[config.mk]
export PLATFORM = sky130hd
export DESIGN_NAME = radix_digit_emitter
export DESIGN_NICKNAME = d
export VERILOG_FILES = /design/src/sv/rde_pkg.sv /design/src/sv/radix_digit_emitter.sv /design/src/sv/rde_ctrl.sv /design/src/sv/rde_datapath.sv
export SDC_FILE = /design/constraint.sdc
export NUM_CORES = 1
export LEC_CHECK = 0
export ABC_AREA = 1
export BUFFER_PORTS_ARGS = -buffer_cell sky130_fd_sc_hd__buf_2
export CORE_ASPECT_RATIO = 1.4
export CORE_MARGIN = 5
export CORE_UTILIZATION = 62
export DETAILED_ROUTE_END_ITERATION = 8
export HOLD_SLACK_MARGIN = 0.08
export MAX_ROUTING_LAYER = met4
export PLACE_DENSITY = 0.82
export RECOVER_POWER = 50
export SYNTH_ARGS = -nofsm -noshare
export SYNTH_HDL_FRONTEND = slang
export SYNTH_SLANG_ARGS = --single-unit
[constraint.sdc]
create_clock -name aclk -period 17.3 [get_ports aclk]
set_input_delay 1.73 -clock aclk [delete_from_list [all_inputs] [get_ports aclk]]
set_output_delay 1.73 -clock aclk [all_outputs]
set_load 0.1 [all_outputs]
[src/sv/rde_pkg.sv]
// ----------------------------------------------------------------------------
// rde_pkg
// shared types, constants and helpers of the radix digit emitter
// ----------------------------------------------------------------------------
package rde_pkg;

    localparam int VALUE_BITS    = 64;
    localparam int BITS_PER_STEP = 8;
    localparam int DIV_CYCLES    = (VALUE_BITS + BITS_PER_STEP - 1) / BITS_PER_STEP;
    localparam int DVD_BITS      = DIV_CYCLES * BITS_PER_STEP;
    localparam int STEP_W        = (DIV_CYCLES > 1) ? $clog2(DIV_CYCLES) : 1;
    localparam int STORE_DEPTH   = 64;
    localparam int IDX_W         = $clog2(STORE_DEPTH);
    localparam int CNT_W         = IDX_W + 1;
    localparam int RADIX_W       = 5;
    localparam int CHAR_W        = 7;
    localparam int COUNT_W       = 31;

    localparam logic [COUNT_W-1:0] COUNT_MAX   = {COUNT_W{1'b1}};
    localparam logic [RADIX_W-1:0] RADIX_MIN   = RADIX_W'(2);
    localparam logic [RADIX_W-1:0] RADIX_MAX   = RADIX_W'(16);
    localparam logic [RADIX_W-1:0] RADIX_RESET = RADIX_W'(10);

    localparam logic REG_RADIX = 1'b0;
    localparam logic REG_UPPER = 1'b1;

    typedef struct packed {
        logic [63:0] value;
        logic        is_signed;
    } rde_in_t;

    typedef struct packed {
        logic [CHAR_W-1:0]  digit_char;
        logic               last;
        logic [COUNT_W-1:0] running_count;
    } rde_out_t;

    typedef struct packed {
        logic load;
        logic div_step;
        logic div_last;
        logic next_digit;
        logic emit_init;
        logic rd_issue;
        logic out_load;
    } rde_cmd_t;

    typedef struct packed {
        logic quo_zero;
        logic cnt_full;
        logic out_free;
        logic rd_last;
    } rde_status_t;

    function automatic logic [CHAR_W-1:0] digit_ascii(input logic [3:0] d,
                                                      input logic upper);
        logic [CHAR_W-1:0] base_char;
        begin
            if (d < 4'd10) begin
                digit_ascii = CHAR_W'(8'h30) + CHAR_W'(d);
            end else begin
                base_char   = upper ? CHAR_W'(8'h41) : CHAR_W'(8'h61);
                digit_ascii = base_char + CHAR_W'(d - 4'd10);
            end
        end
    endfunction

endpackage

[src/sv/radix_digit_emitter.sv]
// ----------------------------------------------------------------------------
// radix_digit_emitter
// converts one integer per transaction to ascii digits in a base of 2 to 16
// ----------------------------------------------------------------------------
// One 64-bit value (signed values by magnitude) is taken per input transaction
// and produces one output transaction per digit, most significant first, with
// last on the final digit and a saturating running character count. Digits
// come from a shared restoring divider that retires 8 dividend bits per cycle,
// so each digit is formed by the divide steps over the whole dividend and a
// check; emission reads each digit from the registered digit store and then
// loads the output register, waiting while the output register is held.
// The next value is accepted while the last digit still waits in the output
// register. radix and upper_case are written through the cfg port; the user
// must write them only while idle, and the block itself does not enforce it.
// ----------------------------------------------------------------------------
module radix_digit_emitter import rde_pkg::*; (
    input  logic               aclk,
    input  logic               aresetn,
    input  logic               cfg_we,
    input  logic               cfg_index,
    input  logic [RADIX_W-1:0] cfg_wdata,
    input  logic               s_valid,
    output logic               s_ready,
    input  rde_in_t            s_data,
    output logic               m_valid,
    input  logic               m_ready,
    output rde_out_t           m_data
);

    rde_cmd_t    cmd;
    rde_status_t status;

    rde_ctrl u_ctrl (
        .aclk    (aclk),
        .aresetn (aresetn),
        .s_valid (s_valid),
        .s_ready (s_ready),
        .status  (status),
        .cmd     (cmd)
    );

    rde_datapath u_datapath (
        .aclk      (aclk),
        .aresetn   (aresetn),
        .cfg_we    (cfg_we),
        .cfg_index (cfg_index),
        .cfg_wdata (cfg_wdata),
        .s_data    (s_data),
        .m_valid   (m_valid),
        .m_ready   (m_ready),
        .m_data    (m_data),
        .cmd       (cmd),
        .status    (status)
    );

endmodule

[src/sv/rde_ctrl.sv]
// ----------------------------------------------------------------------------
// rde_ctrl
// controller: sequences division steps, digit checks and digit emission
// ----------------------------------------------------------------------------
module rde_ctrl import rde_pkg::*; (
    input  logic        aclk,
    input  logic        aresetn,
    input  logic        s_valid,
    output logic        s_ready,
    input  rde_status_t status,
    output rde_cmd_t    cmd
);

    localparam logic [2:0] ST_IDLE = 3'd0;
    localparam logic [2:0] ST_DIV  = 3'd1;
    localparam logic [2:0] ST_CHK  = 3'd2;
    localparam logic [2:0] ST_RD   = 3'd3;
    localparam logic [2:0] ST_OUT  = 3'd4;

    logic [2:0]        state_reg, state_next;
    logic [STEP_W-1:0] step_reg, step_next;
    logic              last_step;

    assign s_ready   = (state_reg == ST_IDLE);
    assign last_step = (step_reg == STEP_W'(DIV_CYCLES - 1));

    always_comb begin
        state_next = state_reg;
        step_next  = step_reg;
        cmd        = '0;
        case (state_reg)
            ST_IDLE: begin
                if (s_valid) begin
                    cmd.load   = 1'b1;
                    step_next  = '0;
                    state_next = ST_DIV;
                end
            end
            ST_DIV: begin
                cmd.div_step = 1'b1;
                if (last_step) begin
                    cmd.div_last = 1'b1;
                    state_next   = ST_CHK;
                end else begin
                    step_next = step_reg + STEP_W'(1);
                end
            end
            ST_CHK: begin
                if (status.quo_zero || status.cnt_full) begin
                    cmd.emit_init = 1'b1;
                    state_next    = ST_RD;
                end else begin
                    cmd.next_digit = 1'b1;
                    step_next      = '0;
                    state_next     = ST_DIV;
                end
            end
            ST_RD: begin
                cmd.rd_issue = 1'b1;
                state_next   = ST_OUT;
            end
            ST_OUT: begin
                if (status.out_free) begin
                    cmd.out_load = 1'b1;
                    state_next   = status.rd_last ? ST_IDLE : ST_RD;
                end
            end
            default: begin
                state_next = ST_IDLE;
            end
        endcase
    end

    always_ff @(posedge aclk) begin
        if (!aresetn) begin
            state_reg <= ST_IDLE;
            step_reg  <= '0;
        end else begin
            state_reg <= state_next;
            step_reg  <= step_next;
        end
    end

`ifndef SYNTH
    a_load_only_idle: assert property (@(posedge aclk) disable iff (!aresetn)
        cmd.load |-> (state_reg == ST_IDLE) && s_valid)
        else $error("load outside idle");

    a_div_then_chk: assert property (@(posedge aclk) disable iff (!aresetn)
        cmd.div_last |=> (state_reg == ST_CHK))
        else $error("last division step not followed by check");

    a_rd_then_out: assert property (@(posedge aclk) disable iff (!aresetn)
        cmd.rd_issue |=> (state_reg == ST_OUT))
        else $error("read not followed by output");
`endif

endmodule

[src/sv/rde_datapath.sv]
// ----------------------------------------------------------------------------
// rde_datapath
// datapath: magnitude, shared radix divider, digit store and output register
// ----------------------------------------------------------------------------
module rde_datapath import rde_pkg::*; (
    input  logic               aclk,
    input  logic               aresetn,
    input  logic               cfg_we,
    input  logic               cfg_index,
    input  logic [RADIX_W-1:0] cfg_wdata,
    input  rde_in_t            s_data,
    output logic               m_valid,
    input  logic               m_ready,
    output rde_out_t           m_data,
    input  rde_cmd_t           cmd,
    output rde_status_t        status
);

    logic [RADIX_W-1:0]  radix_reg;
    logic                upper_reg;
    logic [RADIX_W-1:0]  base_reg, base_next;
    logic [DVD_BITS-1:0] dvd_reg, dvd_step;
    logic [4:0]          rem_reg, rem_step;
    logic [CNT_W-1:0]    cnt_reg;
    logic [IDX_W-1:0]    rd_idx_reg;
    logic [3:0]          rd_data_reg;
    logic                rd_last_reg;
    logic [COUNT_W-1:0]  chars_reg, chars_next;
    logic                out_valid_reg;
    rde_out_t            out_reg;
    logic [VALUE_BITS-1:0] mag;
    logic [3:0]          store_mem [STORE_DEPTH];

    // magnitude and clamped base
    always_comb begin
        mag = s_data.value[VALUE_BITS-1:0];
        if (s_data.is_signed && mag[VALUE_BITS-1]) begin
            mag = ~mag + VALUE_BITS'(1);
        end
        if (radix_reg < RADIX_MIN) begin
            base_next = RADIX_MIN;
        end else if (radix_reg > RADIX_MAX) begin
            base_next = RADIX_MAX;
        end else begin
            base_next = radix_reg;
        end
    end

    // one byte of restoring division per cycle
    always_comb begin
        logic [4:0]          r;
        logic [DVD_BITS-1:0] d;
        logic                q;
        r = rem_reg;
        d = dvd_reg;
        for (int i = 0; i < BITS_PER_STEP; i++) begin
            r = {r[3:0], d[DVD_BITS-1]};
            q = (r >= base_reg);
            if (q) begin
                r = r - base_reg;
            end
            d = {d[DVD_BITS-2:0], q};
        end
        rem_step = r;
        dvd_step = d;
    end

    assign chars_next = (chars_reg == COUNT_MAX) ? chars_reg : chars_reg + COUNT_W'(1);

    always_ff @(posedge aclk) begin
        if (!aresetn) begin
            radix_reg <= RADIX_RESET;
            upper_reg <= 1'b0;
        end else if (cfg_we) begin
            case (cfg_index)
                REG_RADIX: radix_reg <= cfg_wdata;
                REG_UPPER: upper_reg <= cfg_wdata[0];
                default: begin
                end
            endcase
        end
    end

    always_ff @(posedge aclk) begin
        if (!aresetn) begin
            cnt_reg       <= '0;
            chars_reg     <= '0;
            out_valid_reg <= 1'b0;
        end else begin
            if (cmd.load) begin
                cnt_reg <= '0;
            end else if (cmd.div_last) begin
                cnt_reg <= cnt_reg + CNT_W'(1);
            end
            if (cmd.out_load) begin
                chars_reg     <= chars_next;
                out_valid_reg <= 1'b1;
            end else if (m_ready) begin
                out_valid_reg <= 1'b0;
            end
        end
    end

    always_ff @(posedge aclk) begin
        if (cmd.load) begin
            dvd_reg  <= DVD_BITS'(mag);
            rem_reg  <= '0;
            base_reg <= base_next;
        end else if (cmd.div_step) begin
            dvd_reg <= dvd_step;
            rem_reg <= rem_step;
        end else if (cmd.next_digit) begin
            rem_reg <= '0;
        end
        if (cmd.emit_init) begin
            rd_idx_reg <= IDX_W'(cnt_reg - CNT_W'(1));
        end else if (cmd.out_load) begin
            rd_idx_reg <= rd_idx_reg - IDX_W'(1);
        end
        if (cmd.out_load) begin
            out_reg.digit_char    <= digit_ascii(rd_data_reg, upper_reg);
            out_reg.last          <= rd_last_reg;
            out_reg.running_count <= chars_next;
        end
    end

    // digit store
    always_ff @(posedge aclk) begin
        if (cmd.div_last) begin
            store_mem[cnt_reg[IDX_W-1:0]] <= rem_step[3:0];
        end
    end

    always_ff @(posedge aclk) begin
        if (cmd.rd_issue) begin
            rd_data_reg <= store_mem[rd_idx_reg];
            rd_last_reg <= (rd_idx_reg == '0);
        end
    end

    assign status.quo_zero = (dvd_reg == '0);
    assign status.cnt_full = (cnt_reg == CNT_W'(STORE_DEPTH));
    assign status.out_free = !out_valid_reg || m_ready;
    assign status.rd_last  = rd_last_reg;

    assign m_valid = out_valid_reg;
    assign m_data  = out_reg;

`ifndef SYNTH
    a_out_load_free: assert property (@(posedge aclk) disable iff (!aresetn)
        cmd.out_load |-> (!out_valid_reg || m_ready))
        else $error("output register overwritten");

    a_digit_below_base: assert property (@(posedge aclk) disable iff (!aresetn)
        cmd.div_last |-> (rem_step < base_reg))
        else $error("digit not below base");

    a_cnt_bound: assert property (@(posedge aclk) disable iff (!aresetn)
        cnt_reg <= CNT_W'(STORE_DEPTH))
        else $error("digit count beyond store depth");

    a_emit_nonempty: assert property (@(posedge aclk) disable iff (!aresetn)
        cmd.emit_init |-> (cnt_reg != '0))
        else $error("emission with no digits");
`endif

endmodule

==> impl_metrics.ini, run 1 <==
[status]
status = finished with violations
failed_checks = capacitance limit, slew limit

[synth]
synth_warnings = 0
synth_cell_types = 55
synth.area.top_cells = edfxtp_1, nand2_1, nor2_1, o21ai_0, dfxtp_1
synthCells = 2459
yosys.area.top_type = edfxtp_1
syn_area_um2 = 22400
yosysTopAreaCellShare = 0.503
ys_ff_latch = 430
syn_nets = 2596
syn_area_per_cell_um2 = 9.10
ys_seq_area_frac = 0.553

[setup_path]
criticalPathCategory = flip-flop to flip-flop
crit_fanout = 64
worst-path-buf-inv = 7
cp.arrival_ns = 13.74
cp.required_ns = 17.47
startpoint_type = flip-flop
slowest_delay_ns = 0.94
cp-end-kind = flip-flop
worst_path_most_repeated_cell = nand2_1
worst_path_max_delay_cell = and2_2
crit_family = simple AND/OR/NAND/NOR gates

[cts]
clk_latency_ns = 0.54
clk_path_buf_depth = 3
cts_buffers = 39
ctsResizeCount = 0
ctsHoldBuffers = 0
clkTransAtPathRegs_ns = 0.06
cts_setup_buffers = 0
root_buffer = clkbuf_16
cts_tree = done
cts_sinks = 430
cts_max_level = 2

[grt]
track_usage = 0.305
grt_max_degree = 80
grt_pass1_wl_mm = 93.9
grt_antenna_before_repair = 0
grt.overflow.total = 0
grt_pass1_vias = 17800

[detailed_routing]
firstDrtPassIters = 7
antenna_left = 0
routed_via_density = 6.00
drt_iter0_drc = 1914
drc = 0
vias = 18200
wl_per_cell_um = 19.8
routed_wl_mm = 60.3

[run]
cap_violations = 3

[timing]
fin_crit_sh = 0.784
clock_skew_ns = 0.0154
relSlewSlack = -1.26
timing.setup.tns_ns = 0
fmax_mhz = 73.7
tightest_slew_ns = 3.39
hold_violations = 0
fin_ws_ns = 3.73
rsz0062_at_grt = no
min_period_ns = 13.57
final_max_slew_viol_count = 200
final-setup-viol-count = 0

[die]
core_um2 = 35700
fp.dieH_um = 235
boundaryPins = 117
start_util = 0.627
fp-row-count = 82
die-width_um = 171
die-area_um2 = 40000

[cells_and_area]
register_area_um2 = 12400
utilization = 0.685
area_growth_pct = 9.40
finalNetCount = 2682
fillers = 2792
multiInputGateArea_um2 = 8750
largest_reg_flops = 256
drive_gt1_frac = 0.0917

[worst_hold_path]
hold_class = flip-flop to flip-flop

[place]
hpwl_mm = 42.5
dpl_worst_slack_ns = 4.01
io_buffers = 116
gp_congestion = 0.983
[metal layers]
layer / routed length, um / GRT usage / part of all wire / vias up
met5: 0 / - / 0 / -
met4: 2740 / 0.122 / 0.045 / 0
met3: 3900 / 0.0348 / 0.065 / 183
met2: 31400 / 0.529 / 0.52 / 782
met1: 22200 / 0.361 / 0.37 / 8642
li1: - / - / - / 8607
[through the flow]
step	cell area, um2	hold WS, ns	cells
floorplan	22400	0.427	2459
global placement	23300	0.457	2966
detailed placement	23300	0.445	2966
CTS	24500	0.479	3037
global route	24500	0.479	3037
finish	24500	0.475	3038
[worst reg2reg max path: cells and delay by family, from the launching register on]
family / cells / cell delay [ns]
buf+inv: 7 / 1.14
fa+ha+maj: 8 / 2.39
flops: 1 / 0.72
compound gates: 16 / 3.75
simple gates: 36 / 5.20
[cell families after synthesis]
family,synth area share
AOI/OAI and AO/OA,0.104
xor gates and xnor gates,0.0223
adders and majority gates,0.0368
buffers and inverters,0.0548
DFF,0.553
muxes,0.000447
and+or+nand+nor,0.229
[cell usage after synthesis (all sizes together)]
master / instances
a211oi: 12
a21o: 6
a21oi: 66
a311oi: 1
a31oi: 4
and2: 12
buf: 25
clkbuf: 60
clkinv: 3
dfxtp: 55
edfxtp: 375
fa: 8
ha: 53
inv: 230
mux2i: 1
nand2: 505
nand3: 187
nand3b: 5
nand4: 41
nor2: 374
nor3: 34
nor3b: 5
nor4: 8
nor4b: 1
o211a: 1
o211ai: 12
o21a: 3
o21ai: 237
o21bai: 7
o221ai: 26
o22ai: 33
o31ai: 1
or2: 12
xnor2: 16
xor2: 40
[final timing paths]
path	startpoint	endpoint	slack [ns]	cells after the start
worst min register to register	u_datapath.rd_last_reg$_DFFE_PP_	u_datapath.m_data[31]$_DFFE_PP_	0.47	0
worst max register to register	u_datapath.base_reg[1]$_SDFFCE_PP1P_	u_datapath.store_mem[61][1]$_DFFE_PP_	3.73	67
worst max-delay path	u_datapath.base_reg[1]$_SDFFCE_PP1P_	u_datapath.store_mem[61][1]$_DFFE_PP_	3.73	67
worst min-delay path	u_datapath.rd_last_reg$_DFFE_PP_	u_datapath.m_data[31]$_DFFE_PP_	0.47	0
[final cells by class]
type                            count  area share
Sequential cell                   430       0.505
Multi-Input combinational cell   1711       0.357
Clock buffer                       53      0.0428
Inverter                          233      0.0358
Timing Repair Buffer              130      0.0274
Tap cell                          462      0.0236
Clock inverter                     18     0.00762
Antenna cell                        1    0.000102
[layout by cell type, fill, tap and decap left out, drive strengths merged, types with 40 or more instances in the layout]
cell and n:
buf 124, dfxtp 55, nor2 374, nand4 41, xor2 40, edfxtp 375, a21oi 66, clkbuf 59
nand2 505, nand3 187, ha 53, inv 232, o21ai 237
Power of run 1 is not shown: default switching activity piles up to over one toggle a cycle in this logic, so the estimate is an artifact.
==> run 2, diff against run 1 <==
--- a/config.mk
+++ b/config.mk
@@ -9,11 +9,11 @@
 export BUFFER_PORTS_ARGS = -buffer_cell sky130_fd_sc_hd__buf_2
 export CORE_ASPECT_RATIO = 1.4
 export CORE_MARGIN = 5
-export CORE_UTILIZATION = 62
+export CORE_UTILIZATION = 56
 export DETAILED_ROUTE_END_ITERATION = 8
 export HOLD_SLACK_MARGIN = 0.08
 export MAX_ROUTING_LAYER = met4
-export PLACE_DENSITY = 0.82
+export PLACE_DENSITY = 0.78
 export RECOVER_POWER = 50
 export SYNTH_ARGS = -nofsm -noshare
 export SYNTH_HDL_FRONTEND = slang
==> constraint.sdc (replaced) <==
create_clock -name aclk -period 11.58 [get_ports aclk]
set_input_delay 1.158 -clock aclk [delete_from_list [all_inputs] [get_ports aclk]]
set_output_delay 1.158 -clock aclk [all_outputs]
set_load 0.1 [all_outputs]
==> run 2 against run 1 <==
Effect of this change: utilization down 5.8 points; routed wire length up 4.8%; the run still ends with capacitance limit, slew limit left; non-clock buffer count up 16; sequential cell count unchanged; final cell count up 2.9%; via count about the same.
==> impl_metrics.ini, run 2 (synthesized netlist as in run 1, its figures left out) <==
[status]
status = finished with violations
failed_checks = capacitance limit, slew limit

[timing]
rsz0062_at_grt = no
final_max_slew_viol_count = 200
min_period_ns = 10.70
clock_skew_ns = 0.0170
tightest_slew_ns = 3.46
fmax_mhz = 93.4
hold_violations = 0
fin_ws_ns = 0.876
final-setup-viol-count = 0
fin_crit_sh = 0.924
relSlewSlack = -1.30

[worst_hold_path]
hold_class = flip-flop to flip-flop

[run]
cap_violations = 3

[grt]
grt_antenna_before_repair = 0
grt_max_degree = 81
grt_pass1_vias = 17900
track_usage = 0.283
grt.overflow.total = 0
grt_pass1_wl_mm = 95.1

[setup_path]
slowest_delay_ns = 0.37
cp.arrival_ns = 11.09
crit_family = simple AND/OR/NAND/NOR gates
cp-end-kind = flip-flop
startpoint_type = flip-flop
worst-path-buf-inv = 7
rrSetupSlack_ns = 0.88
worst_path_max_delay_cell = o21ai_0
cp.required_ns = 11.96
worst_path_most_repeated_cell = nand2_1
crit_fanout = 36
criticalPathCategory = flip-flop to flip-flop

[cells_and_area]
fillers = 3350
mostFrequentLayoutCells = nand2_1, edfxtp_1, nor2_1
stdcell_count = 3125
finalInstanceArea_um2 = 24800
area_growth_pct = 10.8
layout_commonest_cell = nand2_1
largest_reg_flops = 256
finalNetCount = 2707
diodes = 0
drive_gt1_frac = 0.0843

[cts]
cts_sinks = 430
ctsHoldBuffers = 0
clkTransAtPathRegs_ns = 0.06
cts_buffers = 41
clk_path_buf_depth = 3
cts_tree = done
root_buffer = clkbuf_16
cts_max_level = 2
clk_latency_ns = 0.55

[place]
dpl_worst_slack_ns = -0.122
gp_congestion = 1.02
placed_cells = 3044
io_buffers = 116
hpwl_mm = 43.6
place_area_um2 = 23500

[die]
core_um2 = 39500
die-area_um2 = 44100
die-width_um = 179
fp.dieH_um = 246
start_util = 0.566
fp-row-count = 86
boundaryPins = 117

[detailed_routing]
drt_iter0_drc = 1831
firstDrtPassIters = 5
vias = 18200
routed_via_density = 5.82
wl_per_cell_um = 20.2
drc = 0
antenna_left = 0
routed_wl_mm = 63.2
[run 2: cell types whose count changed in the layout (fill, tap and decap cells not counted), moves of 3 or more]
cell	delta
and2_4	+8
buf_12	+3
buf_2	-41
buf_4	+10
clkbuf_1	+41
clkbuf_16	+5
clkinv_1	+6
inv_2	+3
inv_6	-4
o21ai_1	-3
[run 2: worst paths after layout]
kind | startpoint | to | depth (start not counted)
setup / recovery | u_datapath.base_reg[2]$_SDFFCE_PP0P_ | u_datapath.store_mem[28][0]$_DFFE_PP_ | 66
hold / removal | u_datapath.rd_last_reg$_DFFE_PP_ | u_datapath.m_data[31]$_DFFE_PP_ | 0
setup reg to reg | u_datapath.base_reg[2]$_SDFFCE_PP0P_ | u_datapath.store_mem[28][0]$_DFFE_PP_ | 66
hold reg to reg | u_datapath.rd_last_reg$_DFFE_PP_ | u_datapath.m_data[31]$_DFFE_PP_ | 0
[run 2: repair_timing]
action	in CTS	in global routing
pin swaps	0	3
resized for setup	2	28
setup buffers	0	3
setup endpoints to repair	128	261
cloned	0	8
endpoints found under the hold margin	0	0
[run 2: area by class of cell]
class / count / area [um2] / share of cell area
flip-flops and latches: 430 / 12400 / 0.499
multi-input cells: 1718 / 8850 / 0.357
clock buffers: 54 / 1120 / 0.0451
inverters: 233 / 876 / 0.0353
repair buffers: 146 / 795 / 0.0321
well taps: 528 / 661 / 0.0267
clock inverters: 16 / 123 / 0.00495
[run 2: layer usage]
metal | part of all wire | track usage
met2 | 0.52 | 0.500
met5 | 0 | -
met4 | 0.047 | 0.119
met1 | 0.37 | 0.327
met3 | 0.063 | 0.0289
[run 2: through the flow]
stage	TNS, ns	util	hold slack (ns)
finish	0	0.628	0.472
global route	0	0.628	0.498
CTS	0	0.626	0.479
detailed placement	-14.55	0.595	0.447
global placement	0	0.595	0.457
floorplan	0	-	0.427
Power of run 2 is left out for the same reason.
==> run 3, diff against run 2 <==
--- a/config.mk
+++ b/config.mk
@@ -9,11 +9,12 @@
 export BUFFER_PORTS_ARGS = -buffer_cell sky130_fd_sc_hd__buf_2
 export CORE_ASPECT_RATIO = 1.4
 export CORE_MARGIN = 5
-export CORE_UTILIZATION = 56
+export CORE_UTILIZATION = 58
+export CTS_BUF_LIST = sky130_fd_sc_hd__clkbuf_8
 export DETAILED_ROUTE_END_ITERATION = 8
 export HOLD_SLACK_MARGIN = 0.08
 export MAX_ROUTING_LAYER = met4
-export PLACE_DENSITY = 0.78
+export PLACE_DENSITY = 0.8
 export RECOVER_POWER = 50
 export SYNTH_ARGS = -nofsm -noshare
 export SYNTH_HDL_FRONTEND = slang
==> run 3 against run 2 <==
Effect of this change: the run still ends with capacitance limit, slew limit left; critical endpoint is now u_datapath.store_mem[43][1]$_DFFE_PP_; die area is 3.3% lower; sequential share of layout area is 0.13 points higher; global-route usage is 0.38 points higher; highest routed layer unchanged; largest cell class unchanged; final cell count hardly changed; sequential cell count stayed put.
==> impl_metrics.ini, run 3 (synthesized netlist as in run 1, its figures left out) <==
[status]
status = finished with violations
failed_checks = capacitance limit, slew limit

[detailed_routing]
routed_via_density = 5.96
wl_met2_mm = 32.1
antenna_left = 0
wl_per_cell_um = 20.0
maxUsedRoutingLayer = met4
routed_wl_mm = 62.6
drc = 0
firstDrtPassIters = 9
vias = 18600
met1Wirelength_mm = 22.7
routed-wl-met3_mm = 4.62
drt_iter0_drc = 1875

[die]
core_um2 = 38300
die-area_um2 = 42700
die-width_um = 176
fp-row-count = 85
fp.dieH_um = 242
start_util = 0.584
boundaryPins = 117

[setup_path]
cp-end-kind = flip-flop
criticalPathCategory = flip-flop to flip-flop
startpoint_type = flip-flop
rrSetupSlack_ns = 0.76
slowest_delay_ns = 0.38
cp.required_ns = 11.94
crit_fanout = 8
cp.arrival_ns = 11.18
worst_path_max_delay_cell = edfxtp_1
worst_path_most_repeated_cell = nand2_1

[worst_hold_path]
hold_class = flip-flop to flip-flop

[timing]
final-setup-viol-count = 0
hold_violations = 0
min_period_ns = 10.82
hold_ws_ns = 0.476
relSlewSlack = -1.99
fmax_mhz = 92.4
tightest_slew_ns = 4.49
clock_skew_ns = 0.0202
fin_crit_sh = 0.935
final_max_slew_viol_count = 228

[cts]
cts_tree = done
root_buffer = clkbuf_8
cts_sinks = 430
cts_buffers = 68
clk_path_buf_depth = 3
clkTransAtPathRegs_ns = 0.07
clk_latency_ns = 0.63
cts_max_level = 3

[grt]
grt_antenna_before_repair = 1
grt_max_degree = 108
grt.overflow.total = 0
grt_pass1_wl_mm = 94.3
grt_pass1_vias = 18000
track_usage = 0.287

[cells_and_area]
largest_reg_flops = 256
area_growth_pct = 10.5
mostFrequentLayoutCells = nand2_1, edfxtp_1, nor2_1
finalNetCount = 2730
drive_gt1_frac = 0.0930
layout_commonest_cell = nand2_1

[place]
gp_congestion = 0.954
io_buffers = 116
hpwl_mm = 42.4

[run]
cap_violations = 3
[run 3: cell types whose count changed in the layout (fill, tap and decap cells not counted), moves of 3 or more]
cell        before  now
nand3_1        181  184
clkinv_1        13    9
clkbuf_1        59   49
clkinvlp_4       0    4
inv_1          217  243
clkbuf_16       44    1
clkinv_2         5    9
clkbuf_8         0   74
[run 3: final timing paths]
check	from	to	depth (start not counted)
worst min-delay path	u_datapath.rd_last_reg$_DFFE_PP_	u_datapath.m_data[31]$_DFFE_PP_	0
worst min register to register	u_datapath.rd_last_reg$_DFFE_PP_	u_datapath.m_data[31]$_DFFE_PP_	0
worst max register to register	u_datapath.base_reg[1]$_SDFFCE_PP1P_	u_datapath.store_mem[43][1]$_DFFE_PP_	70
worst max-delay path	u_datapath.base_reg[1]$_SDFFCE_PP1P_	u_datapath.store_mem[43][1]$_DFFE_PP_	70
[run 3: what timing repair did]
action	CTS	global route
endpoints found under the setup margin	193	261
gates cloned	0	8
setup buffers	0	2
pin swaps	0	3
hold buffers	0	0
gates resized for setup	4	26
[run 3: critical path: cells and delay by family, from the launching register on]
family / cells / cell delay (ns)
adder cells (fa/ha/maj): 8 / 2.34
flip-flops: 1 / 0.38
AO/OA/AOI/OAI: 15 / 2.30
buffers and inverters: 10 / 1.39
AND/OR/NAND/NOR: 37 / 4.13
[run 3: layer usage]
metal | GRT usage | up-vias
met1 | 0.334 | 8692
li1 | - | 8733
met3 | 0.0389 | 222
met4 | 0.126 | 0
met2 | 0.497 | 953
met5 | - | -
[run 3: stage by stage]
stage,utilization,cell area (um2),setup slack (ns),instances,TNS [ns]
after floorplan,-,22400,0.285,2459,0
after global placement,0.611,23400,0.312,2991,0
after detailed placement,0.611,23400,-0.340,2991,-42.57
after CTS,0.647,24800,0.125,3112,0
after global routing,0.646,24700,-0.0445,3123,-3.26
final,0.646,24700,0.757,3123,0
[run 3: cell type report]
type / instances / area (um2)
clock inverter: 47 / 320
timing repair buffer: 142 / 747
sequential: 430 / 12400
clock buffer: 74 / 1020
tap: 478 / 598
multi-input combinational: 1718 / 8800
antenna: 1 / 2.50
fill: 3131 / 13600
inverter: 233 / 875
Power of run 3 is left out for the same reason.
